`src/sv/olist_pkg.sv`:
```
// Shared types and codes for the ordered list engine.
package olist_pkg;

    typedef enum logic [1:0] {
        KIND_INSERT = 2'd0,
        KIND_DELETE = 2'd1,
        KIND_READ   = 2'd2,
        KIND_LOCATE = 2'd3
    } kind_t;

    typedef enum logic [1:0] {
        ST_OK    = 2'd0,
        ST_RANGE = 2'd1,
        ST_FULL  = 2'd2
    } status_t;

    typedef enum logic [2:0] {
        CELL_HOLD,
        CELL_INSERT,
        CELL_DELETE,
        CELL_READ,
        CELL_LOCATE
    } cell_op_t;

    typedef struct packed {
        cell_op_t    op;
        logic [7:0]  pos_idx;
        logic [31:0] value;
    } cell_cmd_t;

    typedef struct packed {
        kind_t      kind;
        status_t    status;
        logic [7:0] length;
    } meta_t;

    localparam int WORD_W   = 32;
    localparam int GROUP_SZ = 16;

endpackage

```
`src/sv/olist_group.sv`:
```
// Registered first-hit search and data pick over one group of cells.
module olist_group #(
    parameter int GW   = 16,
    parameter int IDXW = 4
) (
    input  logic                                  aclk,
    input  logic                                  load,
    input  logic [GW-1:0]                         hit,
    input  logic [GW-1:0][olist_pkg::WORD_W-1:0]  data,
    output logic                                  any,
    output logic [IDXW-1:0]                       idx,
    output logic [olist_pkg::WORD_W-1:0]          sel_data
);

    logic                         any_reg, any_next;
    logic [IDXW-1:0]              idx_reg, idx_next;
    logic [olist_pkg::WORD_W-1:0] data_reg, data_next;

    always_comb begin
        any_next  = 1'b0;
        idx_next  = '0;
        data_next = '0;
        for (int i = GW - 1; i >= 0; i--) begin
            if (hit[i]) begin
                any_next  = 1'b1;
                idx_next  = IDXW'(i);
                data_next = data[i];
            end
        end
    end

    always_ff @(posedge aclk) begin
        if (load) begin
            any_reg  <= any_next;
            idx_reg  <= idx_next;
            data_reg <= data_next;
        end
    end

    assign any      = any_reg;
    assign idx      = idx_reg;
    assign sel_data = data_reg;

endmodule

```
`config.mk`:
```
export PLATFORM = sky130hd
export DESIGN_NAME = olist_group
export DESIGN_NICKNAME = d
export VERILOG_FILES = /design/src/sv/olist_pkg.sv /design/src/sv/olist_group.sv
export SDC_FILE = /design/constraint.sdc
export NUM_CORES = 1
export LEC_CHECK = 0
export BUFFER_PORTS_ARGS = -buffer_cell sky130_fd_sc_hd__buf_2
export CAP_MARGIN = 5
export CELL_PAD_IN_SITES_DETAIL_PLACEMENT = 1
export CELL_PAD_IN_SITES_GLOBAL_PLACEMENT = 1
export CORE_AREA = 5 5 220 222
export DETAILED_ROUTE_END_ITERATION = 10
export DIE_AREA = 0 0 225 227
export PLACE_DENSITY = 0.44
export SETUP_SLACK_MARGIN = 0.3
export SKIP_LAST_GASP = 1
export SLEW_MARGIN = 40
export SYNTH_ARGS = -nofsm -noshare
export SYNTH_HDL_FRONTEND = slang
export SYNTH_SLANG_ARGS = --single-unit
```
`constraint.sdc`:
```
create_clock -name aclk -period 1.7 [get_ports aclk]
set_input_delay 0 -clock aclk [delete_from_list [all_inputs] [get_ports aclk]]
set_output_delay 0 -clock aclk [all_outputs]
set_load 0.02 [all_outputs]
```
==> metrics.csv <==
metric;value;unit
criticalPathCategory;in2reg;
largest_reg_flops;32;
viasPerCell;4.75;
cts_root_buffer;clkbuf_16;
worst_pin_slew;0.689;ns
whs;0.0242;ns
status;finished clean;
grt_pass1_wl;72.6;mm
grt_pass1_vias;9867;
numCtsBuffers;5;
nNetsFinal;1813;
crit_fanout;16;
die_x;225;um
arrival;1.47;ns
grt_max_degree;38;
finalCriticalPeriod;1.39;ns
pre_cts_slack;-0.441;ns
power_leakage;4.59;nW
cts_tree;built;
timing.fmax;0.721;GHz
die_area;51100;um2
num_io_pins;567;
synth-edff-count;37;
layout_setup_ws;0.313;ns
yosysUniqueCellTypes;45;
grt_usage;0.197;
ys_ff_latch;37;
path_clk_slew;0.08;ns
finalMaxSlewViolations;0;
core-area;46200;um2
start_util;0.113;
hold_viol;0;
crit_buf_inv;2;
syn_area_per_cell;7.94;um2
clkSinkCount;37;
ir_drop;0.297;mV
hold_class;in2reg;
cpPeakStageDelay;0.34;ns
die_height;227;um
grt_setup_unrepaired;true;
firstDrtPassIters;5;
slew_headroom;0.539;
grt_antenna_before_repair;6;
start_kind;input pin;
finalCritPeriodShare;0.816;
powerDensity;475;nW/um2
ant_nets;0;
dp.final_hpwl;44.2;mm
ys_warn_count;0;
syn_to_final_growth;96.3;%
vias;9018;
path_cells;buf_2, or2_2, buf_12, a221o_1, a21oi_2, o21ai_0, a21o_1;
grt_overflow;0;
synth_nets;1187;
cts_buffer_depth;2;
num_rows;79;
critical-path-top-delay-family;compound AO/OA/AOI/OAI gates;
cp-end-kind;register;
drive_above_1_share;0.590;
critPathRequiredTime;1.79;ns
setup_viol;0;
drc;0;
yosysSeqAreaShare;0.213;
syn-cell-area;5220;um2
place_congestion;0.852;
routed_wl;54.2;mm
synth_cells;657;
synthFlopType;edfxtp_1;
async_flop_share;0;
drt_iter0_drc;497;
slowest_stage;or2_2;
wl_per_cell;28.6;um
cts_htree_levels;2;
cap_violations;0;
fill_cells;5642;
port_buffers;566;
==> path summary, 6_finish.rpt <==
check  depth (start not counted)                     end  slack (ns)      from
max                            7  sel_data[13]$_DFFE_PP_        0.31    hit[9]
min                            3  sel_data[25]$_DFFE_PP_        0.02  data[25]
==> where the power goes <==
part	switching (mW)	internal (mW)	total, mW
combinational	1.35	1.12	2.47
clock	0.558	0.693	1.25
sequential	0.0260	1.11	1.14
total	1.94	2.93	4.86
==> synth_stat cells, types with 18 or more instances <==
| cell | count | share of area |
|---|---|---|
| nor2b_1 | 26 | 0.031 |
| buf_2 | 22 | 0.021 |
| nor2_1 | 32 | 0.023 |
| clkbuf_1 | 44 | 0.032 |
| a21oi_1 | 30 | 0.029 |
| o22ai_1 | 38 | 0.046 |
| o21ai_0 | 65 | 0.062 |
| o221ai_1 | 29 | 0.049 |
| nor3_1 | 46 | 0.044 |
| a221oi_1 | 69 | 0.12 |
| edfxtp_1 | 37 | 0.21 |
| a21o_1 | 18 | 0.026 |
| nand2_1 | 32 | 0.023 |
| a221o_1 | 43 | 0.083 |
==> kinds of logic (layout without fill, tap and decap cells) <==
| group | after synthesis | in the layout | share of synthesized area |
|---|---|---|---|
| AND/OR/NAND/NOR | 172 | 172 | 0.173 |
| other | 0 | 6 | 0 |
| buffers and inverters | 85 | 712 | 0.0780 |
| AO/OA/AOI/OAI | 363 | 363 | 0.536 |
| flip-flops | 37 | 37 | 0.213 |
==> timing repair <==
action	4_1_cts	5_1_grt
cloned	1	1
hold endpoints to repair	11	0
endpoints found under the setup margin	19	24
pin swaps	6	10
buffers inserted	9	0
gates resized for setup	14	33
hold buffers	16	0
==> area by class of cell <==
type | count | area (um2) | share of cell area
clock buffer | 5 | 125 | 0.0122
multi-input combinational | 535 | 3950 | 0.386
antenna | 6 | 15.0 | 0.00147
inverter | 8 | 30.0 | 0.00293
tap | 607 | 759 | 0.0742
sequential | 37 | 1110 | 0.109
timing repair buffer | 696 | 4210 | 0.411
clock inverter | 3 | 41.3 | 0.00403
==> routing by layer <==
| layer | global-route usage | part of all wire | vias to the layer above |
|---|---|---|---|
| li1 | - | - | 4076 |
| met1 | 0.245 | 0.41 | 4455 |
| met2 | 0.351 | 0.50 | 438 |
| met3 | 0.0441 | 0.068 | 49 |
| met4 | 0.0428 | 0.020 | 0 |
| met5 | 0 | 0 | - |
==> stage by stage <==
stage / TNS (ns) / std cells / utilization / cell area, um2 / power, mW
floorplan: 0 / 657 / - / 5320 / 2.05
finish: 0 / 1897 / 0.222 / 10200 / 4.86
detailed placement: -2.80 / 1856 / 0.207 / 9560 / 3.51
global route: 0 / 1895 / 0.222 / 10200 / 5.13
CTS: 0 / 1890 / 0.218 / 10100 / 4.90
global placement: -3.50 / 1854 / 0.206 / 9500 / 3.49
==> layout by cell type (no fill, tap or decap), types with 4 or more instances in the layout <==
master	netlist	routed
o221ai_2	2	4
o31ai_1	6	6
diode_2	0	6
buf_4	3	87
buf_12	0	19
dlygate4sd3_1	0	16
nor3_1	46	44
clkbuf_16	0	6
o21ai_1	5	7
nand2_1	32	32
a21o_1	18	18
buf_6	5	5
o221ai_1	29	27
nand3_1	8	8
nor2b_4	0	5
a222oi_1	14	14
o21ai_0	65	63
a221o_1	43	43
a221oi_1	69	50
or2_4	1	4
nor2_1	32	31
a21oi_1	30	28
a211oi_1	8	7
o22ai_1	38	36
inv_1	6	5
a22oi_1	6	6
buf_2	22	562
edfxtp_1	37	37
o211ai_1	13	13
nor3_2	9	10
a221oi_2	11	29
nor2b_1	26	21
Power figures use the tool's default switching activity.
