==> src/sv/olist_pkg.sv <==
// Shared types and codes for the ordered list engine.
package olist_pkg;

    typedef enum logic [1:0] {
        KIND_INSERT = 2'd0,
        KIND_DELETE = 2'd1,
        KIND_READ   = 2'd2,
        KIND_LOCATE = 2'd3
    } kind_t;

    typedef enum logic [1:0] {
        ST_OK    = 2'd0,
        ST_RANGE = 2'd1,
        ST_FULL  = 2'd2
    } status_t;

    typedef enum logic [2:0] {
        CELL_HOLD,
        CELL_INSERT,
        CELL_DELETE,
        CELL_READ,
        CELL_LOCATE
    } cell_op_t;

    typedef struct packed {
        cell_op_t    op;
        logic [7:0]  pos_idx;
        logic [31:0] value;
    } cell_cmd_t;

    typedef struct packed {
        kind_t      kind;
        status_t    status;
        logic [7:0] length;
    } meta_t;

    localparam int WORD_W   = 32;
    localparam int GROUP_SZ = 16;

endpackage

==> src/sv/olist_cell.sv <==
// One storage cell of the list: holds an entry, shifts with its neighbors and flags hits.
module olist_cell #(
    parameter int IDX   = 0,
    parameter int CNT_W = 8
) (
    input  logic                      aclk,
    input  olist_pkg::cell_cmd_t      cmd,
    input  logic [CNT_W-1:0]          count,
    input  logic [olist_pkg::WORD_W-1:0] left_data,
    input  logic [olist_pkg::WORD_W-1:0] right_data,
    output logic [olist_pkg::WORD_W-1:0] data,
    output logic                      hit
);

    logic [olist_pkg::WORD_W-1:0] entry_reg, entry_next;
    logic                         hit_reg, hit_next;
    int                           pos;

    assign pos = int'(cmd.pos_idx);

    always_comb begin
        entry_next = entry_reg;
        hit_next   = 1'b0;
        unique case (cmd.op)
            olist_pkg::CELL_INSERT: begin
                if (IDX == pos) begin
                    entry_next = cmd.value;
                end else if (IDX > pos) begin
                    entry_next = left_data;
                end
            end
            olist_pkg::CELL_DELETE: begin
                if (IDX >= pos) begin
                    entry_next = right_data;
                end
            end
            olist_pkg::CELL_READ: begin
                hit_next = (IDX == pos);
            end
            olist_pkg::CELL_LOCATE: begin
                hit_next = (IDX < int'(count)) && (entry_reg == cmd.value);
            end
            default: begin
                hit_next = 1'b0;
            end
        endcase
    end

    always_ff @(posedge aclk) begin
        entry_reg <= entry_next;
        hit_reg   <= hit_next;
    end

    assign data = entry_reg;
    assign hit  = hit_reg;

endmodule

==> config.mk <==
export PLATFORM = sky130hd
export DESIGN_NAME = olist_cell
export DESIGN_NICKNAME = d
export VERILOG_FILES = /design/src/sv/olist_pkg.sv /design/src/sv/olist_cell.sv
export SDC_FILE = /design/constraint.sdc
export NUM_CORES = 1
export LEC_CHECK = 0
export BUFFER_PORTS_ARGS = -buffer_cell sky130_fd_sc_hd__buf_2
export CAP_MARGIN = 20
export CORE_ASPECT_RATIO = 0.9
export CORE_UTILIZATION = 38
export CTS_BUF_LIST = sky130_fd_sc_hd__clkbuf_8
export CTS_CLUSTER_SIZE = 28
export DETAILED_ROUTE_END_ITERATION = 8
export PLACE_DENSITY = 0.85
export SYNTH_ARGS = -nofsm -noshare
export SYNTH_HDL_FRONTEND = slang
export SYNTH_SLANG_ARGS = --single-unit
==> constraint.sdc <==
create_clock -name aclk -period 3.35 [get_ports aclk]
set_input_delay 0.1675 -clock aclk [delete_from_list [all_inputs] [get_ports aclk]]
set_output_delay 0.1675 -clock aclk [all_outputs]
set_load 0.05 [all_outputs]
==> Flow_metrics.wiki <==
{| class="wikitable"
! Metric !! Value
|-
| DR vias || 2016
|-
| Per-cell routed wire length || 13.2 um
|-
| Area leader, netlist || sky130_fd_sc_hd__edfxtp_1
|-
| WP data arrival || 1.46 ns
|-
| Number of DRC violations after detailed routing || 0
|-
| Total wire length || 5.40 mm
|-
| Post-route insts no fill || 410
|-
| Count of buffers added by post-CTS timing repair for setup || 0
|-
| Crit Path Category || primary input to flip-flop
|-
| Critical path launch point type || primary input
|-
| Gr ovfl total || 0
|-
| Average size of a mapped cell || 10.8 um2
|-
| Simple logic cell fraction of the synthesized area || 12.0%
|-
| Total number of nets in the final design || 459
|-
| Vias in the first global route || 1830
|-
| Core utilization of the finished layout || 56.4%
|-
| Post-synthesis share of cell area spent on full adders, half adders and majority gates || 0%
|-
| Pwr Density || 291 nW/um2
|-
| Count of boundary I/O pins || 149
|-
| Yosys top cell area share || 46.2%
|-
| Synthesis-stage register bit count || 33
|-
| Setup repair after global routing missed its margin || no
|-
| Dpl hpwl || 4.39 mm
|-
| # diodes || 0
|-
| Largest net degree at the start of global routing || 65
|-
| Filler instances || 478
|-
| Fraction of final layout cells with drive strength greater than 1 || 47.2%
|-
| Portion of the clock cycle consumed by the worst path in the final layout || 44.6%
|-
| First-pass GRT wire length || 8.25 mm
|-
| Cell area after synthesis || 2080 um2
|-
| Number of flip-flops in the largest register || 32
|-
| Most crowded layer after global routing || met2
|-
| Type of element capturing the critical path || flip-flop
|-
| CTS tree || yes
|-
| CTS clock-pin slew for the worst setup and hold paths || 0.06 ns
|-
| Highest clock frequency the design can meet || 0.669 GHz
|-
| Sequential Area || 981 um2
|-
| Total negative setup slack || 0 ns
|-
| Horizontal extent of the die || 80.0 um
|-
| Final critical path time including I/O delays and setup || 1.50 ns
|-
| Placeable core region || 5260 um2
|-
| Measured slew at the worst slew-check pin || 0.577 ns
|-
| Port-buffer cells || 148
|-
| Final setup skew || 0.00615 ns
|-
| Global-route usage over all layers || 19.0%
|-
| Number of gates resized after cts || 0
|-
| Initial DRC count || 79
|-
| Grt met1 use || 22.2%
|-
| First-pass iteration count of the detailed router || 4
|-
| Sequential area share after synthesis || 47.2%
|-
| Placed cells || 403
|-
| Last weighted congestion value of the routability-driven placer || 0.734
|-
| Max-slew headroom at the worst pin || 61.5%
|-
| Die outline height || 72.2 um
|-
| Xor and xnor area share after synthesis || 13.9%
|-
| Cts-stage hold buffer count || 0
|-
| Antenna-violating nets left || 0
|-
| Synthesized Nets || 309
|-
| Count of unique library cells instantiated by Yosys || 20
|-
| Longest Clk Path Bufs || 2
|-
| Number of cells produced by synthesis || 193
|-
| Met3 global-route usage || 4.15%
|-
| Clock sinks || 33
|-
| Count of pins over their slew limit || 0
|-
| Final hold slack || 0.179 ns
|-
| Standard cell area after detailed placement || 2890 um2
|-
| Synth top area cells || sky130_fd_sc_hd__edfxtp_1 46%, sky130_fd_sc_hd__mux2i_1 15%, sky130_fd_sc_hd__xnor2_1 14%
|-
| Largest fanout of any net on the critical path || 12
|-
| Initial Util || 39.5%
|-
| Root buf cell || sky130_fd_sc_hd__clkbuf_8
|-
| Finished layout cell area || 2970 um2
|-
| Required time at the endpoint of the critical path || 3.32 ns
|-
| Max Cap Violations || 0
|-
| Status || finished, final reports clean
|-
| Number of antenna violations at the first check in global routing || 0
|-
| Number of endpoints with negative hold slack in the final report || 0
|-
| Row count || 25
|-
| Clock H-tree levels || 2
|-
| Worst vdd ir || 0.000184 V
|-
| Post-synthesis compound-gate area fraction || 8.49%
|-
| Portion of netlist area occupied by mux cells || 15.4%
|-
| Global-route track usage on met2 || 35.2%
|-
| Area of combinational cells with multiple inputs || 1050 um2
|-
| Combinational family with the most area after synthesis || multiplexers
|-
| Area of the die || 5770 um2
|-
| Syn. warnings || 0
|-
| Worst hold path class || primary input to flip-flop
|-
| Inserted Clock Buffers || 5
|-
| P&R area growth vs syn || 42.7%
|-
| LEAKAGE || 1.43 nW
|-
| Via count normalized by instance count || 4.92
|-
| Final number of setup-violating endpoints || 0
|-
| Clock network latency to the later pin of the worst-skew pair || 0.27 ns
|}
==> cell type report <==
cell class / instances / share of cell area [%]
clock inverters: 2 / 0.253
clock buffers: 5 / 2.32
multi-input cells: 151 / 35.5
flip-flops and latches: 33 / 33.1
repair buffers: 152 / 26.0
well taps: 67 / 2.83
==> cells by family after synthesis <==
group,after synthesis
buffers and inverters,9
multiplexers,32
flip-flops,33
XOR/XNOR,33
AND/OR/NAND/NOR,52
AO/OA/AOI/OAI,34
==> final timing paths <==
path,slack (ns),startpoint,endpoint,cells after the start
worst min register to register,0.81,data[23]$_DFFE_PP_,hit$_DFF_P_,4
worst max-delay path,1.85,cmd[37],data[29]$_DFFE_PP_,5
worst min-delay path,0.18,right_data[7],data[7]$_DFFE_PP_,3
worst max register to register,1.86,data[25]$_DFFE_PP_,hit$_DFF_P_,4
==> critical path, cell delays in order <==
cell                      delay, ns
sky130_fd_sc_hd__buf_2         0.10
sky130_fd_sc_hd__nor4_1        0.32
sky130_fd_sc_hd__nand2_2       0.13
sky130_fd_sc_hd__nor3_4        0.45
sky130_fd_sc_hd__buf_4         0.29
==> power by group <==
part	switching, W	internal [W]
clock network	0.000120	0.000136
registers	0.000000327	0.000456
logic	0.0000670	0.0000830
==> layout by cell type, fill, tap and decap left out, drive strengths merged <==
cell type  Yosys  routed
nand4          7       7
clkinv         0       1
and4bb         1       1
edfxtp        32      32
nor4           5       5
nand3          2       2
a211oi         1       1
o21ai         32      32
inv            0       1
buf            7     152
clkbuf         2       5
dfxtp          1       1
nor3b          1       1
mux2i         32      32
a31o           1       1
nor2           1       1
nand2         33      33
nor3           2       2
xnor2         33      33
==> cells in the mapped netlist, drive strengths merged <==
master,number
dfxtp,1
nand4,7
edfxtp,32
nand3,2
buf,7
nor3b,1
xnor2,33
clkbuf,2
mux2i,32
o21ai,32
nor4,5
a31o,1
nor2,1
nand2,33
nor3,2
a211oi,1
and4bb,1
==> per-stage QoR <==
step	power (W)	setup slack (ns)
CTS	0.000876	1.81
finish	0.000862	1.85
global placement	0.000611	1.57
floorplan	0.000526	0.784
global route	0.000906	1.74
detailed placement	0.000617	1.51
==> routing by layer <==
layer / wire, um / part of all wire [%]
met3: 350 / 6.5
met1: 2200 / 41
met2: 2810 / 52
met5: 0 / 0
met4: 36 / 0.67
Note: power is estimated with default switching activity, not from simulation.
